--- src/rtl/lrast_pkg.sv ---
package lrast_pkg;

   // Default coordinate width, range 8 to 16
   localparam int COORD_BITS_DEF = 12;

   // Packed RGB, eight bits per channel
   localparam int COLOR_BITS = 24;

   typedef enum logic {
      OP_START   = 1'b0,
      OP_ADVANCE = 1'b1
   } lrast_op_type;

   typedef enum logic [1:0] {
      OCT_SHALLOW_RISE = 2'd0,
      OCT_SHALLOW_FALL = 2'd1,
      OCT_STEEP_RISE   = 2'd2,
      OCT_STEEP_FALL   = 2'd3
   } lrast_octant_type;

endpackage

--- src/rtl/lrast_req_if.sv ---
interface lrast_req_if import lrast_pkg::*; #(
   parameter int COORD_BITS = COORD_BITS_DEF
) ();

   logic                         valid;
   logic                         ready;
   lrast_op_type                 operation;
   logic signed [COORD_BITS-1:0] x_start;
   logic signed [COORD_BITS-1:0] y_start;
   logic signed [COORD_BITS-1:0] x_end;
   logic signed [COORD_BITS-1:0] y_end;
   logic [COLOR_BITS-1:0]        line_color;

   modport source (
      output valid, operation, x_start, y_start, x_end, y_end, line_color,
      input  ready
   );

   modport sink (
      input  valid, operation, x_start, y_start, x_end, y_end, line_color,
      output ready
   );

endinterface

--- src/rtl/lrast_rsp_if.sv ---
interface lrast_rsp_if import lrast_pkg::*; #(
   parameter int COORD_BITS = COORD_BITS_DEF
) ();

   logic                         valid;
   logic                         ready;
   logic signed [COORD_BITS-1:0] pixel_x;
   logic signed [COORD_BITS-1:0] pixel_y;
   logic [COLOR_BITS-1:0]        pixel_color;
   logic                         last_pixel;

   modport source (
      output valid, pixel_x, pixel_y, pixel_color, last_pixel,
      input  ready
   );

   modport sink (
      input  valid, pixel_x, pixel_y, pixel_color, last_pixel,
      output ready
   );

endinterface

--- src/rtl/line_rasterizer_core.sv ---
// Midpoint line rasterizer for all octants. A start transaction on req_chan
// latches two endpoints and a color and produces nothing on rsp_chan; each
// advance transaction then produces one pixel, the last one being the
// right-hand endpoint with last_pixel set, after which further advances
// are dropped until the next start. A start during a running line replaces
// it. The block takes one transaction per clock: req_chan.ready drops only
// while the pixel register holds a pixel that rsp_chan has not taken, and
// a pixel appears in the cycle after its advance. The clock rate is set by
// the per-pixel step, one compare and a three-term add into the decision
// register, and by the start setup (endpoint compare, subtract, magnitude
// compare and decision add).
module line_rasterizer_core import lrast_pkg::*; #(
   parameter int COORD_BITS = COORD_BITS_DEF
) (
   input  logic        clock,
   input  logic        reset,
   lrast_req_if.sink   req_chan,
   lrast_rsp_if.source rsp_chan
);

   localparam int DIFF_BITS = COORD_BITS + 1;
   localparam int STEP_BITS = COORD_BITS + 2;
   localparam int DEC_BITS  = COORD_BITS + 4;

   localparam logic signed [COORD_BITS-1:0] COORD_ONE = COORD_BITS'(1);

   // Line state
   logic signed [COORD_BITS-1:0] cur_x_ff, cur_x_in;
   logic signed [COORD_BITS-1:0] cur_y_ff, cur_y_in;
   logic signed [COORD_BITS-1:0] end_x_ff, end_x_in;
   logic signed [COORD_BITS-1:0] end_y_ff, end_y_in;
   logic signed [DEC_BITS-1:0]   dec_ff, dec_in;
   logic signed [STEP_BITS-1:0]  step_a_ff, step_a_in;
   logic signed [STEP_BITS-1:0]  step_b_ff, step_b_in;
   lrast_octant_type             octant_ff, octant_in;
   logic                         busy_ff, busy_in;
   logic [COLOR_BITS-1:0]        color_ff, color_in;

   // Pixel output register
   logic                         rsp_valid_ff, rsp_valid_in;
   logic signed [COORD_BITS-1:0] rsp_x_ff, rsp_x_in;
   logic signed [COORD_BITS-1:0] rsp_y_ff, rsp_y_in;
   logic                         rsp_last_ff, rsp_last_in;

   logic take;
   logic do_start;
   logic do_step;

   // Start setup
   logic                         swap;
   logic signed [COORD_BITS-1:0] xa, ya, xb, yb;
   logic signed [DIFF_BITS-1:0]  dx, dy, abs_dy;
   logic                         shallow;
   logic                         rising;
   logic signed [DEC_BITS-1:0]   dx_w, dy_w;
   lrast_octant_type             new_octant;
   logic signed [DEC_BITS-1:0]   new_dec;

   // Per-pixel step
   logic                         more;
   logic signed [DEC_BITS-1:0]   sa_w, sb_w;
   logic                         dec_pos, dec_neg;

   assign req_chan.ready = !rsp_valid_ff || rsp_chan.ready;
   assign take     = req_chan.valid && req_chan.ready;
   assign do_start = take && (req_chan.operation == OP_START);
   assign do_step  = take && (req_chan.operation == OP_ADVANCE) && busy_ff;

   // Endpoint ordering, slopes and octant choice
   always_comb begin
      swap   = req_chan.x_start > req_chan.x_end;
      xa     = swap ? req_chan.x_end   : req_chan.x_start;
      ya     = swap ? req_chan.y_end   : req_chan.y_start;
      xb     = swap ? req_chan.x_start : req_chan.x_end;
      yb     = swap ? req_chan.y_start : req_chan.y_end;
      dx     = DIFF_BITS'(xb) - DIFF_BITS'(xa);
      dy     = DIFF_BITS'(yb) - DIFF_BITS'(ya);
      abs_dy = dy[DIFF_BITS-1] ? -dy : dy;
      shallow = dx >= abs_dy;
      rising  = (dy > DIFF_BITS'(0));
      dx_w    = DEC_BITS'(dx);
      dy_w    = DEC_BITS'(dy);
      if (shallow) begin
         new_octant = rising ? OCT_SHALLOW_RISE : OCT_SHALLOW_FALL;
      end else begin
         new_octant = rising ? OCT_STEEP_RISE : OCT_STEEP_FALL;
      end
      unique case (new_octant)
         OCT_SHALLOW_RISE: new_dec = dy_w + dy_w - dx_w;
         OCT_SHALLOW_FALL: new_dec = dy_w + dy_w + dx_w;
         OCT_STEEP_RISE:   new_dec = dy_w - dx_w - dx_w;
         OCT_STEEP_FALL:   new_dec = dy_w + dx_w + dx_w;
         default:          new_dec = '0;
      endcase
   end

   // Test for the endpoint along the major axis
   always_comb begin
      unique case (octant_ff)
         OCT_SHALLOW_RISE,
         OCT_SHALLOW_FALL: more = cur_x_ff < end_x_ff;
         OCT_STEEP_RISE:   more = cur_y_ff < end_y_ff;
         OCT_STEEP_FALL:   more = cur_y_ff > end_y_ff;
         default:          more = 1'b0;
      endcase
   end

   // Next state
   always_comb begin
      sa_w    = DEC_BITS'(step_a_ff);
      sb_w    = DEC_BITS'(step_b_ff);
      dec_pos = dec_ff > DEC_BITS'(0);
      dec_neg = dec_ff[DEC_BITS-1];

      cur_x_in     = cur_x_ff;
      cur_y_in     = cur_y_ff;
      end_x_in     = end_x_ff;
      end_y_in     = end_y_ff;
      dec_in       = dec_ff;
      step_a_in    = step_a_ff;
      step_b_in    = step_b_ff;
      octant_in    = octant_ff;
      busy_in      = busy_ff;
      color_in     = color_ff;
      rsp_x_in     = rsp_x_ff;
      rsp_y_in     = rsp_y_ff;
      rsp_last_in  = rsp_last_ff;
      rsp_valid_in = rsp_valid_ff && !rsp_chan.ready;

      if (do_start) begin
         cur_x_in  = xa;
         cur_y_in  = ya;
         end_x_in  = xb;
         end_y_in  = yb;
         step_a_in = STEP_BITS'(dy) <<< 1;
         step_b_in = -(STEP_BITS'(dx) <<< 1);
         octant_in = new_octant;
         dec_in    = new_dec;
         color_in  = req_chan.line_color;
         busy_in   = 1'b1;
      end else if (do_step) begin
         rsp_valid_in = 1'b1;
         if (!more) begin
            // endpoint reached
            rsp_x_in    = end_x_ff;
            rsp_y_in    = end_y_ff;
            rsp_last_in = 1'b1;
            busy_in     = 1'b0;
         end else begin
            rsp_x_in    = cur_x_ff;
            rsp_y_in    = cur_y_ff;
            rsp_last_in = 1'b0;
            unique case (octant_ff)
               OCT_SHALLOW_RISE: begin
                  cur_x_in = cur_x_ff + COORD_ONE;
                  cur_y_in = dec_pos ? cur_y_ff + COORD_ONE : cur_y_ff;
                  dec_in   = dec_ff + (dec_pos ? sb_w : '0) + sa_w;
               end
               OCT_SHALLOW_FALL: begin
                  cur_x_in = cur_x_ff + COORD_ONE;
                  cur_y_in = dec_neg ? cur_y_ff - COORD_ONE : cur_y_ff;
                  dec_in   = dec_ff - (dec_neg ? sb_w : '0) + sa_w;
               end
               OCT_STEEP_RISE: begin
                  cur_y_in = cur_y_ff + COORD_ONE;
                  cur_x_in = dec_neg ? cur_x_ff + COORD_ONE : cur_x_ff;
                  dec_in   = dec_ff + (dec_neg ? sa_w : '0) + sb_w;
               end
               OCT_STEEP_FALL: begin
                  cur_y_in = cur_y_ff - COORD_ONE;
                  cur_x_in = dec_pos ? cur_x_ff + COORD_ONE : cur_x_ff;
                  dec_in   = dec_ff + (dec_pos ? sa_w : '0) - sb_w;
               end
               default: begin
                  dec_in = dec_ff;
               end
            endcase
         end
      end
   end

   // Control registers
   always_ff @(posedge clock) begin
      if (reset) begin
         busy_ff      <= 1'b0;
         rsp_valid_ff <= 1'b0;
      end else begin
         busy_ff      <= busy_in;
         rsp_valid_ff <= rsp_valid_in;
      end
   end

   // Datapath registers
   always_ff @(posedge clock) begin
      cur_x_ff    <= cur_x_in;
      cur_y_ff    <= cur_y_in;
      end_x_ff    <= end_x_in;
      end_y_ff    <= end_y_in;
      dec_ff      <= dec_in;
      step_a_ff   <= step_a_in;
      step_b_ff   <= step_b_in;
      octant_ff   <= octant_in;
      color_ff    <= color_in;
      rsp_x_ff    <= rsp_x_in;
      rsp_y_ff    <= rsp_y_in;
      rsp_last_ff <= rsp_last_in;
   end

   assign rsp_chan.valid       = rsp_valid_ff;
   assign rsp_chan.pixel_x     = rsp_x_ff;
   assign rsp_chan.pixel_y     = rsp_y_ff;
   assign rsp_chan.pixel_color = color_ff;
   assign rsp_chan.last_pixel  = rsp_last_ff;

   // A start always leaves a line in progress
   a_start_busy: assert property (@(posedge clock) disable iff (reset)
      do_start |=> busy_ff)
      else $error("line not active after start");

   // Endpoint transaction emits a flagged pixel and ends the line
   a_last_ends: assert property (@(posedge clock) disable iff (reset)
      (do_step && !more) |=> (rsp_valid_ff && rsp_last_ff && !busy_ff))
      else $error("endpoint pixel not flagged or line still active");

   // Shallow lines never step past the endpoint in x
   a_shallow_bound: assert property (@(posedge clock) disable iff (reset)
      (busy_ff && (octant_ff == OCT_SHALLOW_RISE || octant_ff == OCT_SHALLOW_FALL))
         |-> (cur_x_ff <= end_x_ff))
      else $error("x ran past endpoint");

   // Steep rising lines never step past the endpoint in y
   a_steep_bound: assert property (@(posedge clock) disable iff (reset)
      (busy_ff && octant_ff == OCT_STEEP_RISE) |-> (cur_y_ff <= end_y_ff))
      else $error("y ran past endpoint");

endmodule

--- src/flat_wrapper.sv ---
// flat-port wrapper written by rule: the top's interface ports become plain ports
module line_rasterizer_core_flat import lrast_pkg::*;
#(
   parameter int COORD_BITS = COORD_BITS_DEF
)
  (clock, reset, req_chan_valid, req_chan_operation, req_chan_x_start, req_chan_y_start, req_chan_x_end, req_chan_y_end, req_chan_line_color, req_chan_ready, rsp_chan_valid, rsp_chan_pixel_x, rsp_chan_pixel_y, rsp_chan_pixel_color, rsp_chan_last_pixel, rsp_chan_ready);
  lrast_req_if #(.COORD_BITS(COORD_BITS)) req_chan_i ();
  lrast_rsp_if #(.COORD_BITS(COORD_BITS)) rsp_chan_i ();
  input  logic clock;
  input  logic reset;
  input wire logic [$bits(req_chan_i.valid)-1:0] req_chan_valid;
  input wire logic [$bits(req_chan_i.operation)-1:0] req_chan_operation;
  input wire logic [$bits(req_chan_i.x_start)-1:0] req_chan_x_start;
  input wire logic [$bits(req_chan_i.y_start)-1:0] req_chan_y_start;
  input wire logic [$bits(req_chan_i.x_end)-1:0] req_chan_x_end;
  input wire logic [$bits(req_chan_i.y_end)-1:0] req_chan_y_end;
  input wire logic [$bits(req_chan_i.line_color)-1:0] req_chan_line_color;
  output wire logic [$bits(req_chan_i.ready)-1:0] req_chan_ready;
  output wire logic [$bits(rsp_chan_i.valid)-1:0] rsp_chan_valid;
  output wire logic [$bits(rsp_chan_i.pixel_x)-1:0] rsp_chan_pixel_x;
  output wire logic [$bits(rsp_chan_i.pixel_y)-1:0] rsp_chan_pixel_y;
  output wire logic [$bits(rsp_chan_i.pixel_color)-1:0] rsp_chan_pixel_color;
  output wire logic [$bits(rsp_chan_i.last_pixel)-1:0] rsp_chan_last_pixel;
  input wire logic [$bits(rsp_chan_i.ready)-1:0] rsp_chan_ready;
  assign req_chan_i.valid = req_chan_valid;
  assign req_chan_i.operation = req_chan_operation;
  assign req_chan_i.x_start = req_chan_x_start;
  assign req_chan_i.y_start = req_chan_y_start;
  assign req_chan_i.x_end = req_chan_x_end;
  assign req_chan_i.y_end = req_chan_y_end;
  assign req_chan_i.line_color = req_chan_line_color;
  assign req_chan_ready = req_chan_i.ready;
  assign rsp_chan_valid = rsp_chan_i.valid;
  assign rsp_chan_pixel_x = rsp_chan_i.pixel_x;
  assign rsp_chan_pixel_y = rsp_chan_i.pixel_y;
  assign rsp_chan_pixel_color = rsp_chan_i.pixel_color;
  assign rsp_chan_last_pixel = rsp_chan_i.last_pixel;
  assign rsp_chan_i.ready = rsp_chan_ready;
  line_rasterizer_core #(.COORD_BITS(COORD_BITS)) u_core (.clock(clock), .reset(reset), .req_chan(req_chan_i), .rsp_chan(rsp_chan_i));
endmodule
--- config.mk ---
export PLATFORM = sky130hd
export DESIGN_NAME = line_rasterizer_core_flat
export DESIGN_NICKNAME = d
export VERILOG_FILES = /design/src/rtl/lrast_pkg.sv /design/src/rtl/lrast_req_if.sv /design/src/rtl/lrast_rsp_if.sv /design/src/rtl/line_rasterizer_core.sv /design/src/flat_wrapper.sv
export SDC_FILE = /design/constraint.sdc
export NUM_CORES = 1
export LEC_CHECK = 0
export ABC_CLOCK_PERIOD_IN_PS = 12600
export BUFFER_PORTS_ARGS = -buffer_cell sky130_fd_sc_hd__buf_2
export CAP_MARGIN = 30
export CORE_UTILIZATION = 55
export DETAILED_ROUTE_END_ITERATION = 10
export GPL_TIMING_DRIVEN = 0
export PLACE_DENSITY_LB_ADDON = 0.08
export SETUP_SLACK_MARGIN = 0.4
export SYNTH_ARGS = -nofsm -noshare
export SYNTH_HDL_FRONTEND = slang
export SYNTH_SLANG_ARGS = --single-unit
--- constraint.sdc ---
create_clock -name clock -period 12.6 [get_ports clock]
set_input_delay 2.52 -clock clock [delete_from_list [all_inputs] [get_ports clock]]
set_output_delay 2.52 -clock clock [all_outputs]
set_load 0.1 [all_outputs]
### Word level (Yosys, flattened, before mapping)

Cells that the tools add are included.

| word-level totals | value |
|---|---|
| word-level logic and storage cells | 112 |
| output and inout port bits | 51 |
| register bits | 144 |

| cells by class | value |
|---|---|
| $lt $le $gt $ge | 7 |
| eq/ne operators | 11 |
| reduce and logical (&&, ||, !) cells | 18 |
| $add $sub $neg | 22 |
| bitwise gates (word level) | 2 |
| multiplexer cells | 38 |

Operator list:

| cell | count |
|---|---|
| $mux W12 | 16 |
| $pmux W16 S4 | 2 |
| $mux W16 | 7 |
| $add A16 B16 Y16 | 6 |
| $pmux W12 S4 | 1 |
| $pmux W12 S3 | 1 |
| $sub A16 B16 Y16 | 2 |
| $add A14 B13 Y15 | 2 |
| $sub A14 B13 Y15 | 2 |
| $add A13 B13 Y14 | 2 |
| $sub A12 B12 Y13 | 2 |
| $add A12 B2 Y12 const B | 2 |
| $gt A12 B12 Y1 | 2 |
| $lt A12 B12 Y1 | 2 |
| $gt A16 B1 Y1 const B | 1 |
| $neg A14 Y14 | 1 |
| $sub A13 B13 Y14 | 1 |
| $ge A13 B13 Y1 | 1 |
| $gt A13 B1 Y1 const B | 1 |
| $mux W13 | 1 |
| $neg A13 Y13 | 1 |
| $ne A3 B1 Y1 const B | 4 |
| $sub A12 B2 Y12 const B | 1 |
| $eq A2 B2 Y1 const B | 4 |
| other kinds (14) | 33 |

### Depth between registers and ports, before layout

Gate-level depths: netlist of the first run.

| logic depth | value |
|---|---|
| word-level depth | 10 |
| gate-level depth with buffers | 54 |
| depth with buffers taken out | 49 |

### Least setup slack after synthesis of the first run

Ideal clock, no wire load.

| path | value |
|---|---|
| kind | in2reg |
| start point | input req_chan_x_end[7] |
| end point | register u_core.dec_ff[14] (data pin) |
| setup slack | 1,095 ps |
| stages on the path | 53 |
| setup time | 255 ps |
| arrival | 11,250 ps |
| path through | inv_1 > ha_1 > buf_6 > a21oi_2 > o22ai_1 > or3_1 > buf_6 > o21ai_1 > buf_2 > clkbuf_1 > clkbuf_1 > nor2_1 > a21oi_1 > ha_1 > nor2_1 > maj3_1 > o211ai_1 > and3_1 > [... 17 more ...] > clkinv_1 > nor2_2 > nor2_1 > xnor2_1 > ha_1 > a21o_1 > a311oi_1 > o21ai_0 > a211o_1 > nand2_1 > nand2_1 > a21oi_1 > o21a_1 > xnor2_1 > nor3_1 > nand3b_1 > a32oi_1 > a31o_1 |

| between the ends | value |
|---|---|
| cells in the longest elaborated chain, start to end | 10 |

RTL lines:

| item | RTL line | text |
|---|---|---|
| start, declared | flat_wrapper.sv:15 | `input wire logic [$bits(req_chan_i.x_end)-1:0] req_chan_x_end;` |
| $gt A12 B12 Y1 | line_rasterizer_core.sv:71 | `swap = req_chan.x_start > req_chan.x_end;` |
| $mux W12 (on tied branches) | line_rasterizer_core.sv:75, line_rasterizer_core.sv:73 |  |
| $sub A12 B12 Y13 | line_rasterizer_core.sv:77 | `dy = DIFF_BITS'(yb) - DIFF_BITS'(ya);` |
| $neg A13 Y13 | line_rasterizer_core.sv:78 | `abs_dy = dy[DIFF_BITS-1] ? -dy : dy;` |
| $mux W13 | line_rasterizer_core.sv:78 |  |
| $ge A13 B13 Y1 * | line_rasterizer_core.sv:79 | `shallow = dx >= abs_dy;` |
| $mux W2 * | line_rasterizer_core.sv:83 | `if (shallow) begin` |
| named net u_core.new_octant[1] | line_rasterizer_core.sv:56 | `lrast_octant_type new_octant;` |
| $eq A2 B2 Y1, or another cell as far along | line_rasterizer_core.sv:88 | `unique case (new_octant)` |
| $pmux W16 S4 * | line_rasterizer_core.sv:88 |  |
| $mux W16 * | line_rasterizer_core.sv:130 | `if (do_start) begin` |
| named net u_core.dec_in[14] | line_rasterizer_core.sv:32 | `logic signed [DEC_BITS-1:0] dec_ff, dec_in;` |
| end signal, assigned | line_rasterizer_core.sv:199 | `dec_ff <= dec_in;` |
| end, declared | line_rasterizer_core.sv:32 |  |

Mark *: on every way through the listed nets, which the timed path passes. The rest lies on a longest branch.
A chain may end at the register's enable or synchronous reset.

### Worst setup path in the final report of the first run

| path | value |
|---|---|
| start point | input req_chan_x_end[6] |
| end point | register u_core.dec_ff[14] (data pin) |

The elaborated chain is that of the path after synthesis.

==> out/results.tsv, run 1 <==
metric	value	unit
final.fill_count	2519	
clk_pin_slew	0.08	ns
synth_edf_count	141	
static-leakage-power	7.93	nW
stdcell_count	2358	
cts_tree	yes	
dr.first_iter.drc_count	1256	
crit-reg2reg-launch	u_core.dec_ff[15]$_DFFE_PP_	
finalSetupViolCount	0	
stdcell_area	0.0182	mm²
place.detailed.instances	2320	
power.density	235	mW/mm²
critical_path_source_type	input pin	
cts_sinks	143	
drc	0	
cts_made_buffers	17	
cell_rows	62	
critical_path_peak_fanout	10	
antenna_found_initial	0	
cts.hold.buffers_added	0	
critical-path-slowest-cell	or4_1	
yosys_warnings	0	
worstMarginPinSlew	1.14	ns
grt_overflow_total	0	
postSynth.asyncResetShare	0	
grt_first_pass_wirelength	75.0	mm
chip_width	173	µm
routabilityCongestion	0.926	
leading_cell_type_in_the_layout_fill_and_taps_excluded	inv_1	
io-pin-count	128	
gr-usage-all-layers	0.320	
netlist-cell-type-count	97	
timing.reg2reg.setup_slack	6.25	ns
worstReg2RegEnd	u_core.dec_ff[12]$_DFFE_PP_	
final_net_count	2261	
drive_above_1_share	0.146	
syn_nets	2105	
grt_start_max_net_pins	44	
critical_path.endpoint_type	flip-flop	
cts.path.max_buffers	2	
irDropWorstVdd	0.000181	V
fin_worst_skew	0.0197	ns
synth_seq_cells	143	
synth_area	0.0162	mm²
crit_path_arrival_time	11.94	ns
cts_htree_levels	4	
vias_per_cell	6.01	
hold_viol	0	
postSynthAreaPerCell	8.95	µm²
route.final.wire_length	47.5	mm
design.die.area	0.0301	mm²
hp-class	reg -> reg	
layout_common_cells	199 x inv_1, 163 x nand2_1, 158 x ha_1	
areaGrowthSynthToFinish	12.5	%
worstHoldStart	u_core.end_y_ff[4]$_DFFE_PP_	
criticalPathCategory	in -> reg	
half_perimeter_wire_length_after_placement	37.5	mm
worst-endpoint-required	12.80	ns
insertedDiodeCount	0	
hold-path-endpoint	u_core.rsp_chan.pixel_y[4]$_DFFE_PP_	
cap_viol_max_count	0	
clock_insertion_delay_worst_skew	0.44	ns
seq_area_frac_synth	0.264	
drv_slew	0	
rsz0062_at_grt	false	
worstHoldPathCells	1	
post_syn_instances	1805	
via_count_of_the_first_global_routing_pass	13600	
maxClockFrequency	85.2	MHz
buffer_ports.inserted	126	
synth_flop_cell	edfxtp_1	
dr_total_vias	14200	
ant_nets	0	
critPathMaxStageDelay	0.48	ns
cts.root.buffer_cell	clkbuf_16	
post_drt_wl_per_cell	20.2	µm
ff2ff_path_depth	19	
initial_utilization	0.562	
vertical_die_dimension	173	µm
detail_route.first_pass.iterations	6	
finalCritPeriodShare	0.932	
dpl_cell_area	0.0174	mm²
design.core.area	0.0288	mm²
tightest_slew_margin_relative_to_the_limit	0.239	
status	complete, no violations	
final_period_minus_worst_setup_slack	11.74	ns
-- worst max-delay path, delay by kind of cell --
family	cells	cell delay, ns
AO/OA/AOI/OAI	14	3.22
XOR/XNOR	2	0.25
adder cells (fa/ha/maj)	4	1.22
buffers and inverters	9	2.17
AND/OR/NAND/NOR	14	2.54
-- power breakdown --
| part | total [W] | switching [W] | internal [W] |
|---|---|---|---|
| sequential | 0.000699 | 0.0000705 | 0.000628 |
| combinational | 0.00300 | 0.00169 | 0.00131 |
| clock | 0.000575 | 0.000252 | 0.000324 |
-- kinds of logic (layout without fill, tap and decap cells) --
| logic type | after synthesis | count (layout) | synth area share |
|---|---|---|---|
| xor gates and xnor gates | 133 | 133 | 0.0721 |
| adders and majority gates | 236 | 236 | 0.210 |
| and+or+nand+nor | 520 | 520 | 0.157 |
| AOI/OAI and AO/OA | 464 | 464 | 0.193 |
| buffers and inverters | 265 | 434 | 0.0667 |
| muxes | 44 | 44 | 0.0369 |
| DFF | 143 | 143 | 0.264 |
-- registers in the layout (all words and copies together), names as in the netlist --
name and cells:
u_core.step_a_ff 13, u_core.cur_x_ff 12, u_core.cur_y_ff 12, u_core.dec_ff 16, u_core.rsp_chan.last_pixel 1, u_core.rsp_chan.pixel_x 12, u_core.end_x_ff 12, u_core.rsp_chan.valid 1
u_core.step_b_ff 13, u_core.end_y_ff 12, u_core.rsp_chan.pixel_color 24, u_core.octant_ff 2, u_core.rsp_chan.pixel_y 12, u_core.busy_ff 1
-- timing repair --
item | CTS | global route
setup endpoints to repair | 14 | 6
pin swaps | 1 | 11
setup buffers | 1 | 5
resized for setup | 22 | 27
-- Yosys cell counts, types with 33 or more instances --
master | instances | area share
inv_1 | 201 | 0.047
xnor2_1 | 104 | 0.056
and2_1 | 46 | 0.018
nor3_1 | 33 | 0.010
ha_1 | 160 | 0.12
o21ai_0 | 110 | 0.034
fa_1 | 63 | 0.078
a21oi_1 | 95 | 0.029
edfxtp_1 | 141 | 0.26
a31oi_1 | 34 | 0.013
nor2_1 | 125 | 0.029
nand2_1 | 164 | 0.038
-- final cells by class --
| class | count | area, µm² | share of cell area |
|---|---|---|---|
| clock inverters | 15 | 214 | 0.0118 |
| flip-flops and latches | 143 | 4270 | 0.235 |
| repair buffers | 137 | 751 | 0.0413 |
| inverters | 208 | 787 | 0.0433 |
| multi-input cells | 1397 | 10900 | 0.600 |
| plain buffers | 57 | 338 | 0.0186 |
| clock buffers | 17 | 425 | 0.0234 |
| well taps | 384 | 480 | 0.0264 |
-- worst max path at each step --
stage | from | endpoint | depth (start not counted)
6_report | req_chan_x_end[6] | u_core.dec_ff[14]$_DFFE_PP_ | 43
3_3_place_gp | req_chan_x_end[10] | u_core.dec_ff[14]$_DFFE_PP_ | 49
4_1_cts | req_chan_x_end[10] | u_core.dec_ff[14]$_DFFE_PP_ | 52
2_1_floorplan | req_chan_x_end[7] | u_core.dec_ff[14]$_DFFE_PP_ | 53
5_1_grt | req_chan_x_end[6] | u_core.dec_ff[13]$_DFFE_PP_ | 44
3_5_place_dp | req_chan_x_end[10] | u_core.dec_ff[14]$_DFFE_PP_ | 50
-- through the flow --
stage          TNS (ns)  setup WS [ns]  hold WS, ns  power [W]   util
4_1_cts               0          0.406        0.577    0.00423  0.629
5_1_grt               0          0.370        0.591    0.00465  0.632
2_1_floorplan         0           1.09        0.550    0.00295      -
3_3_place_gp     -13.65          -1.86        0.561    0.00354  0.600
3_5_place_dp     -14.10          -1.91        0.561    0.00361  0.604
6_report              0          0.861        0.578    0.00428  0.632
-- per-layer routing --
| layer | global-route usage | up-vias | share of wire |
|---|---|---|---|
| met5 | 0 | - | 0 |
| met4 | 0.0789 | 0 | 0.021 |
| met3 | 0.0476 | 58 | 0.062 |
| met2 | 0.505 | 498 | 0.45 |
| met1 | 0.461 | 6875 | 0.46 |
| li1 | - | 6738 | - |
Note: power is estimated with default switching activity, not from simulation.
==> run 2, diff against run 1 <==
CAP_MARGIN = not set   (was 30)
GPL_TIMING_DRIVEN = not set   (was 0)
==> out/results.tsv, run 2 (synthesis results as in run 1) <==
metric	value	unit	change
criticalPathCategory	in -> reg		
path_depth	50		+16%
cts_sinks	143		unchanged
largest_register_ffs	24		unchanged
internal_power	0.00221	W	-2.4%
cap_viol_max_count	0		unchanged
fin_worst_skew	0.0136	ns	-0.00616 ns
tightest_slew_margin_relative_to_the_limit	0.309		+0.0699
irDropWorstVdd	0.000156	V	-13%
grt_overflow_total	0		unchanged
maxClockFrequency	87.9	MHz	+3.1%
ant_nets	0		unchanged
design.die.area	0.0301	mm²	unchanged
antenna_found_initial	4		+4
leading_cell_type_in_the_layout_fill_and_taps_excluded	inv_1		
worst-endpoint-required	12.80	ns	about the same
final_period_minus_worst_setup_slack	11.38	ns	-0.357 ns
cts_made_buffers	17		unchanged
dr.max_layer_used	met4		
drive_above_1_share	0.136		-0.00997
via_count_of_the_first_global_routing_pass	13100		-3.4%
cts.hold.buffers_added	0		unchanged
initial_utilization	0.562		unchanged
ff2ff_path_depth	19		unchanged
critical-path-top-cell-by-count	o21a_1		
setup.worst_path.start	req_chan_x_end[9]		
finalSetupViolCount	0		unchanged
areaGrowthSynthToFinish	10.4	%	
finalCritPeriodShare	0.903		-0.0284
static-leakage-power	7.80	nW	-1.7%
critical-path-top-delay-family	compound AO/OA/AOI/OAI gates		
layout_common_cells	201 x inv_1, 164 x nand2_1, 160 x ha_1		
power.density	234	mW/mm²	-0.35%
critical_path_peak_fanout	17		+7
clock_insertion_delay_worst_skew	0.44	ns	about the same
grt_first_pass_wirelength	69.2	mm	-7.7%
timing.critical_path.to	u_core.dec_ff[14]$_DFFE_PP_		
clk_pin_slew	0.07	ns	about the same
share_clk_of_total_power	0.129		-0.005
gr-usage-all-layers	0.290		-0.0300
buffer_ports.inserted	127		+0.79%
crit_path_arrival_time	11.58	ns	-0.36 ns
status	complete, no violations		
vertical_die_dimension	173	µm	unchanged
crit-reg2reg-launch	u_core.dec_ff[11]$_DFFE_PP_		
critPathMaxStageDelay	0.50	ns	+0.02 ns
vias_per_cell	5.90		-1.9%
timing.critical_path.buf_inv	4		-5
detail_route.first_pass.iterations	5		-1
critical_path_source_type	input pin		
netSwitchingPower	0.00197	W	-2.1%
worstReg2RegEnd	u_core.dec_ff[15]$_DFFE_PP_		
half_perimeter_wire_length_after_placement	33.8	mm	-10%
final_net_count	2222		-1.7%
seq_power_share	0.168		+0.005
routed-wl-met2	20.0	mm	-7.2%
drv_slew	0		unchanged
critical_path.endpoint_type	flip-flop		
post_drt_wl_per_cell	18.8	µm	-6.9%
cts.root.buffer_cell	clkbuf_16		
timing.setup.tns	0	ns	unchanged
critical-path-slowest-cell	ha_1		
power.share.combinational	0.703		about the same
timing.reg2reg.setup_slack	6.87	ns	+0.62 ns
cts_tree	yes		
drt-met1-wl	20.2	mm	-8.6%
switching_share	0.471		+0.000688
hp-class	reg -> reg		
dr_total_vias	13700		-3.3%
cts.path.max_buffers	2		unchanged
stdcell_count	2323		-1.5%
worstMarginPinSlew	1.04	ns	-0.106 ns
place.detailed.instances	2285		-1.5%
io-pin-count	128		unchanged
routabilityCongestion	0.950		+2.6%
route.final.wire_length	43.6	mm	-8.3%
cell_rows	62		unchanged
drc	0		unchanged
rsz0062_at_grt	false		
design.core.area	0.0288	mm²	unchanged
chip_width	173	µm	unchanged
detailed_route_wirelength_on_metal3	2.54	mm	-15%
dr.first_iter.drc_count	1049		-16%
cts_htree_levels	4		unchanged
hold_viol	0		unchanged
grt_start_max_net_pins	65		+48%
==> run 2: cell count changes in the layout (fill, tap and decap cells not counted), sizes merged <==
cell | before | now
buf | 166 | 155
bufinv | 3 | 1
clkbuf | 45 | 17
clkinv | 3 | 5
clkinvlp | 1 | 2
diode | 0 | 4
inv | 216 | 215
==> run 2: layer usage <==
metal | track usage | vias up
met4 | 0.0903 | 0
li1 | - | 6659
met3 | 0.0478 | 66
met2 | 0.465 | 427
met1 | 0.402 | 6548
met5 | 0 | -
==> run 2: metrics by stage <==
step	setup slack, ns	util	power, W	hold slack, ns	instance area [µm²]
after floorplan	1.09	-	0.00295	0.550	16200
after global placement	0.619	0.598	0.00353	0.562	17200
after detailed placement	0.265	0.598	0.00360	0.567	17200
after CTS	0.745	0.619	0.00416	0.580	17800
after global routing	0.584	0.620	0.00455	0.587	17800
final	1.22	0.620	0.00418	0.573	17800
==> run 2: worst min path at each step <==
stage	from	to	slack, ns	depth (start not counted)
5_1_grt	u_core.end_y_ff[8]$_DFFE_PP_	u_core.rsp_chan.pixel_y[8]$_DFFE_PP_	0.59	1
3_5_place_dp	u_core.end_y_ff[9]$_DFFE_PP_	u_core.rsp_chan.pixel_y[9]$_DFFE_PP_	0.57	1
4_1_cts	u_core.end_y_ff[9]$_DFFE_PP_	u_core.rsp_chan.pixel_y[9]$_DFFE_PP_	0.58	1
2_1_floorplan	u_core.end_x_ff[1]$_DFFE_PP_	u_core.rsp_chan.pixel_x[1]$_DFFE_PP_	0.55	1
6_report	u_core.end_y_ff[9]$_DFFE_PP_	u_core.rsp_chan.pixel_y[9]$_DFFE_PP_	0.57	1
3_3_place_gp	u_core.end_y_ff[8]$_DFFE_PP_	u_core.rsp_chan.pixel_y[8]$_DFFE_PP_	0.56	1
==> run 2: timing repair <==
| action | 4_1_cts | 5_1_grt |
|---|---|---|
| gates resized for setup | 0 | 3 |
| setup buffers | 0 | 2 |
| setup endpoints to repair | 0 | 6 |
==> run 2: layout make-up <==
| cell class | instances | area [µm²] |
|---|---|---|
| inverters | 208 | 787 |
| clock buffers | 17 | 425 |
| flip-flops and latches | 143 | 4270 |
| diodes | 4 | 10.0 |
| clock inverters | 15 | 166 |
| multi-input cells | 1397 | 10900 |
| well taps | 384 | 480 |
| fillers | 2568 | 10900 |
| repair buffers | 155 | 846 |
==> run 2: power by group through the flow <==
stage	combinational, W	clock (W)	sequential (W)
after global placement	0.00282	0	0.000712
after detailed placement	0.00289	0	0.000712
after floorplan	0.00222	0	0.000731
after CTS	0.00292	0.000544	0.000702
after global routing	0.00327	0.000561	0.000711
final	0.00294	0.000539	0.000701
==> run 3, diff against run 2 <==
ABC_CLOCK_PERIOD_IN_PS = 11000   (was 12600)
CTS_CLUSTER_DIAMETER = 120   (was not set)
CTS_CLUSTER_SIZE = 10   (was not set)
clock period = 11 ns   (was 12.6 ns; I/O delays follow)
==> out/results.tsv, run 3 (synthesis results as in run 1) <==
metric	value	unit	change
internal_power	0.00255	W	+15%
ant_nets	0		unchanged
cts.root.buffer_cell	clkbuf_16		
critical-path-top-cell-by-count	nand2_1		
gr-usage-all-layers	0.292		+0.00186
timing.hold.ws	0.583	ns	+0.0100 ns
timing.critical_path.buf_inv	4		unchanged
leading_cell_type_in_the_layout_fill_and_taps_excluded	inv_1		
drive_above_1_share	0.156		+0.0191
hp-class	reg -> reg		
setup_slack	0.927	ns	-0.292 ns
setup.worst_path.start	req_chan_x_start[0]		
half_perimeter_wire_length_after_placement	34.1	mm	+0.75%
ff2ff_path_depth	19		unchanged
fin_worst_skew	0.0122	ns	-0.00134 ns
use_met3	0.0447		-0.00307
critical-path-top-delay-family	compound AO/OA/AOI/OAI gates		
timing.critical_path.to	u_core.dec_ff[14]$_DFFE_PP_		
vertical_die_dimension	173	µm	unchanged
power.share.combinational	0.707		+0.004
layout_common_cells	200 x inv_1, 164 x nand2_1, 151 x ha_1		
cts_htree_levels	4		unchanged
crit_path_arrival_time	10.27	ns	-1.31 ns
buffer_ports.inserted	127		unchanged
stdcell_area	0.0181	mm²	+1.4%
power.density	264	mW/mm²	+13%
switching_share	0.467		-0.00431
dpl_cell_area	0.0173	mm²	+0.46%
seq_power_share	0.168		about the same
maxClockFrequency	99.3	MHz	
grt_first_pass_wirelength	69.6	mm	+0.60%
crit-reg2reg-launch	u_core.dec_ff[7]$_DFFE_PP_		
cts_sinks	143		unchanged
critPathMaxStageDelay	0.60	ns	+0.10 ns
dr_total_vias	13800		+0.82%
routabilityCongestion	0.916		-3.6%
finalSetupViolCount	0		unchanged
irDropWorstVdd	0.000196	V	+26%
timing.reg2reg.setup_slack	5.26	ns	-1.61 ns
final_period_minus_worst_setup_slack	10.07	ns	
cts.hold.buffers_added	0		unchanged
netSwitchingPower	0.00223	W	+13%
detail_route.first_pass.iterations	5		unchanged
grt-busiest-layer	met2		
design.die.area	0.0301	mm²	unchanged
worstMarginPinSlew	1.11	ns	+0.0758 ns
initial_utilization	0.562		unchanged
cell_rows	62		unchanged
final_net_count	2235		+0.59%
critical_path_source_type	input pin		
p_total	0.00478	W	+14%
grt_overflow_total	0		unchanged
design.core.area	0.0288	mm²	unchanged
finalCritPeriodShare	0.916		
rsz0062_at_grt	false		
cts_tree	yes		
critical_path_peak_fanout	9		-8
grt_use_met2	0.474		+0.00870
areaGrowthSynthToFinish	12.0	%	
status	complete, no violations		
drv_slew	0		unchanged
cts.path.max_buffers	2		unchanged
criticalPathCategory	in -> reg		
largest_register_ffs	24		unchanged
route.final.wire_length	43.6	mm	about the same
timing.setup.tns	0	ns	unchanged
grt_start_max_net_pins	68		+4.6%
clk_pin_slew	0.07	ns	about the same
worstReg2RegEnd	u_core.dec_ff[15]$_DFFE_PP_		
grt_util_met1	0.410		+0.00819
post_drt_wl_per_cell	18.7	µm	-0.46%
cts_made_buffers	17		unchanged
worst-endpoint-required	11.19	ns	-1.61 ns
vias_per_cell	5.92		+0.35%
clock_insertion_delay_worst_skew	0.44	ns	about the same
io-pin-count	128		unchanged
via_count_of_the_first_global_routing_pass	13200		+0.24%
critical-path-slowest-cell	or4_4		
tightest_slew_margin_relative_to_the_limit	0.258		-0.0506
static-leakage-power	7.88	nW	+0.96%
hold_viol	0		unchanged
dr.first_iter.drc_count	1096		+4.5%
drc	0		unchanged
cap_viol_max_count	0		unchanged
chip_width	173	µm	unchanged
detailedPlace.worstSlack	0.0708	ns	-0.194 ns
antenna_found_initial	2		-2
critical_path.endpoint_type	flip-flop		
path_depth	42		-16%
share_clk_of_total_power	0.124		-0.005
==> run 3: changes by cell type in the layout (fill, tap and decap cells not counted), moves of 3 or more <==
cell	previous run	this run
a21boi_0	16	13
a21boi_1	1	4
buf_4	28	41
ha_1	160	151
ha_4	0	7
inv_6	4	7
==> run 3: metal layers <==
| layer | up-vias | wire [µm] | part of all wire |
|---|---|---|---|
| li1 | 6676 | - | - |
| met5 | - | 0 | 0 |
| met1 | 6643 | 20200 | 0.46 |
| met3 | 56 | 2710 | 0.062 |
| met4 | 0 | 611 | 0.014 |
| met2 | 438 | 20100 | 0.46 |
==> run 3: timing repair <==
item                       CTS  global route
setup endpoints to repair    0             6
resized for setup            0            34
setup buffers                0             8
==> run 3: worst register-to-register path, cell delays in order (launching register included) <==
cell and delay (ns):
edfxtp_1 0.49, nor4_1 0.59, a41oi_2 0.18, buf_4 0.27, nand2_1 0.13, fa_1 0.40, inv_1 0.06, ha_1 0.25
nor2b_1 0.16, o21ai_0 0.21, a21boi_0 0.17, o21ai_0 0.29, a21boi_0 0.19, o21ai_0 0.30, a21oi_1 0.17, o41ai_1 0.56
o21ai_0 0.23, xnor2_1 0.19, mux4_2 0.47, a21o_1 0.19
==> run 3: power groups by stage <==
stage / logic (W) / registers, W / clock network [W]
finish: 0.00338 / 0.000806 / 0.000594
global route: 0.00380 / 0.000817 / 0.000623
CTS: 0.00335 / 0.000805 / 0.000606
detailed placement: 0.00331 / 0.000817 / 0
global placement: 0.00326 / 0.000816 / 0
floorplan: 0.00256 / 0.000837 / 0
==> run 3: layout make-up <==
class	count	area [µm²]
multi-input combinational	1397	11000
clock inverter	15	161
antenna	2	5.00
fill	2524	10700
clock buffer	17	425
sequential	143	4270
tap	384	480
inverter	208	785
timing repair buffer	168	943
==> run 3: worst min path at each step <==
stage | start | end | slack [ns] | cells past startpoint
final | u_core.rsp_chan.valid$_SDFF_PP0_ | u_core.rsp_chan.valid$_SDFF_PP0_ | 0.58 | 2
after global routing | u_core.end_x_ff[7]$_DFFE_PP_ | u_core.rsp_chan.pixel_x[7]$_DFFE_PP_ | 0.60 | 1
after CTS | u_core.rsp_chan.valid$_SDFF_PP0_ | u_core.rsp_chan.valid$_SDFF_PP0_ | 0.58 | 2
after detailed placement | u_core.end_x_ff[7]$_DFFE_PP_ | u_core.rsp_chan.pixel_x[7]$_DFFE_PP_ | 0.57 | 1
after global placement | u_core.rsp_chan.valid$_SDFF_PP0_ | u_core.rsp_chan.valid$_SDFF_PP0_ | 0.56 | 2
after floorplan | u_core.end_x_ff[1]$_DFFE_PP_ | u_core.rsp_chan.pixel_x[1]$_DFFE_PP_ | 0.55 | 1
==> run 3: metrics by stage <==
stage / std cells / utilization
global route: 2334 / 0.629
finish: 2334 / 0.629
global placement: 2292 / 0.601
CTS: 2324 / 0.621
detailed placement: 2292 / 0.601
floorplan: 1805 / -
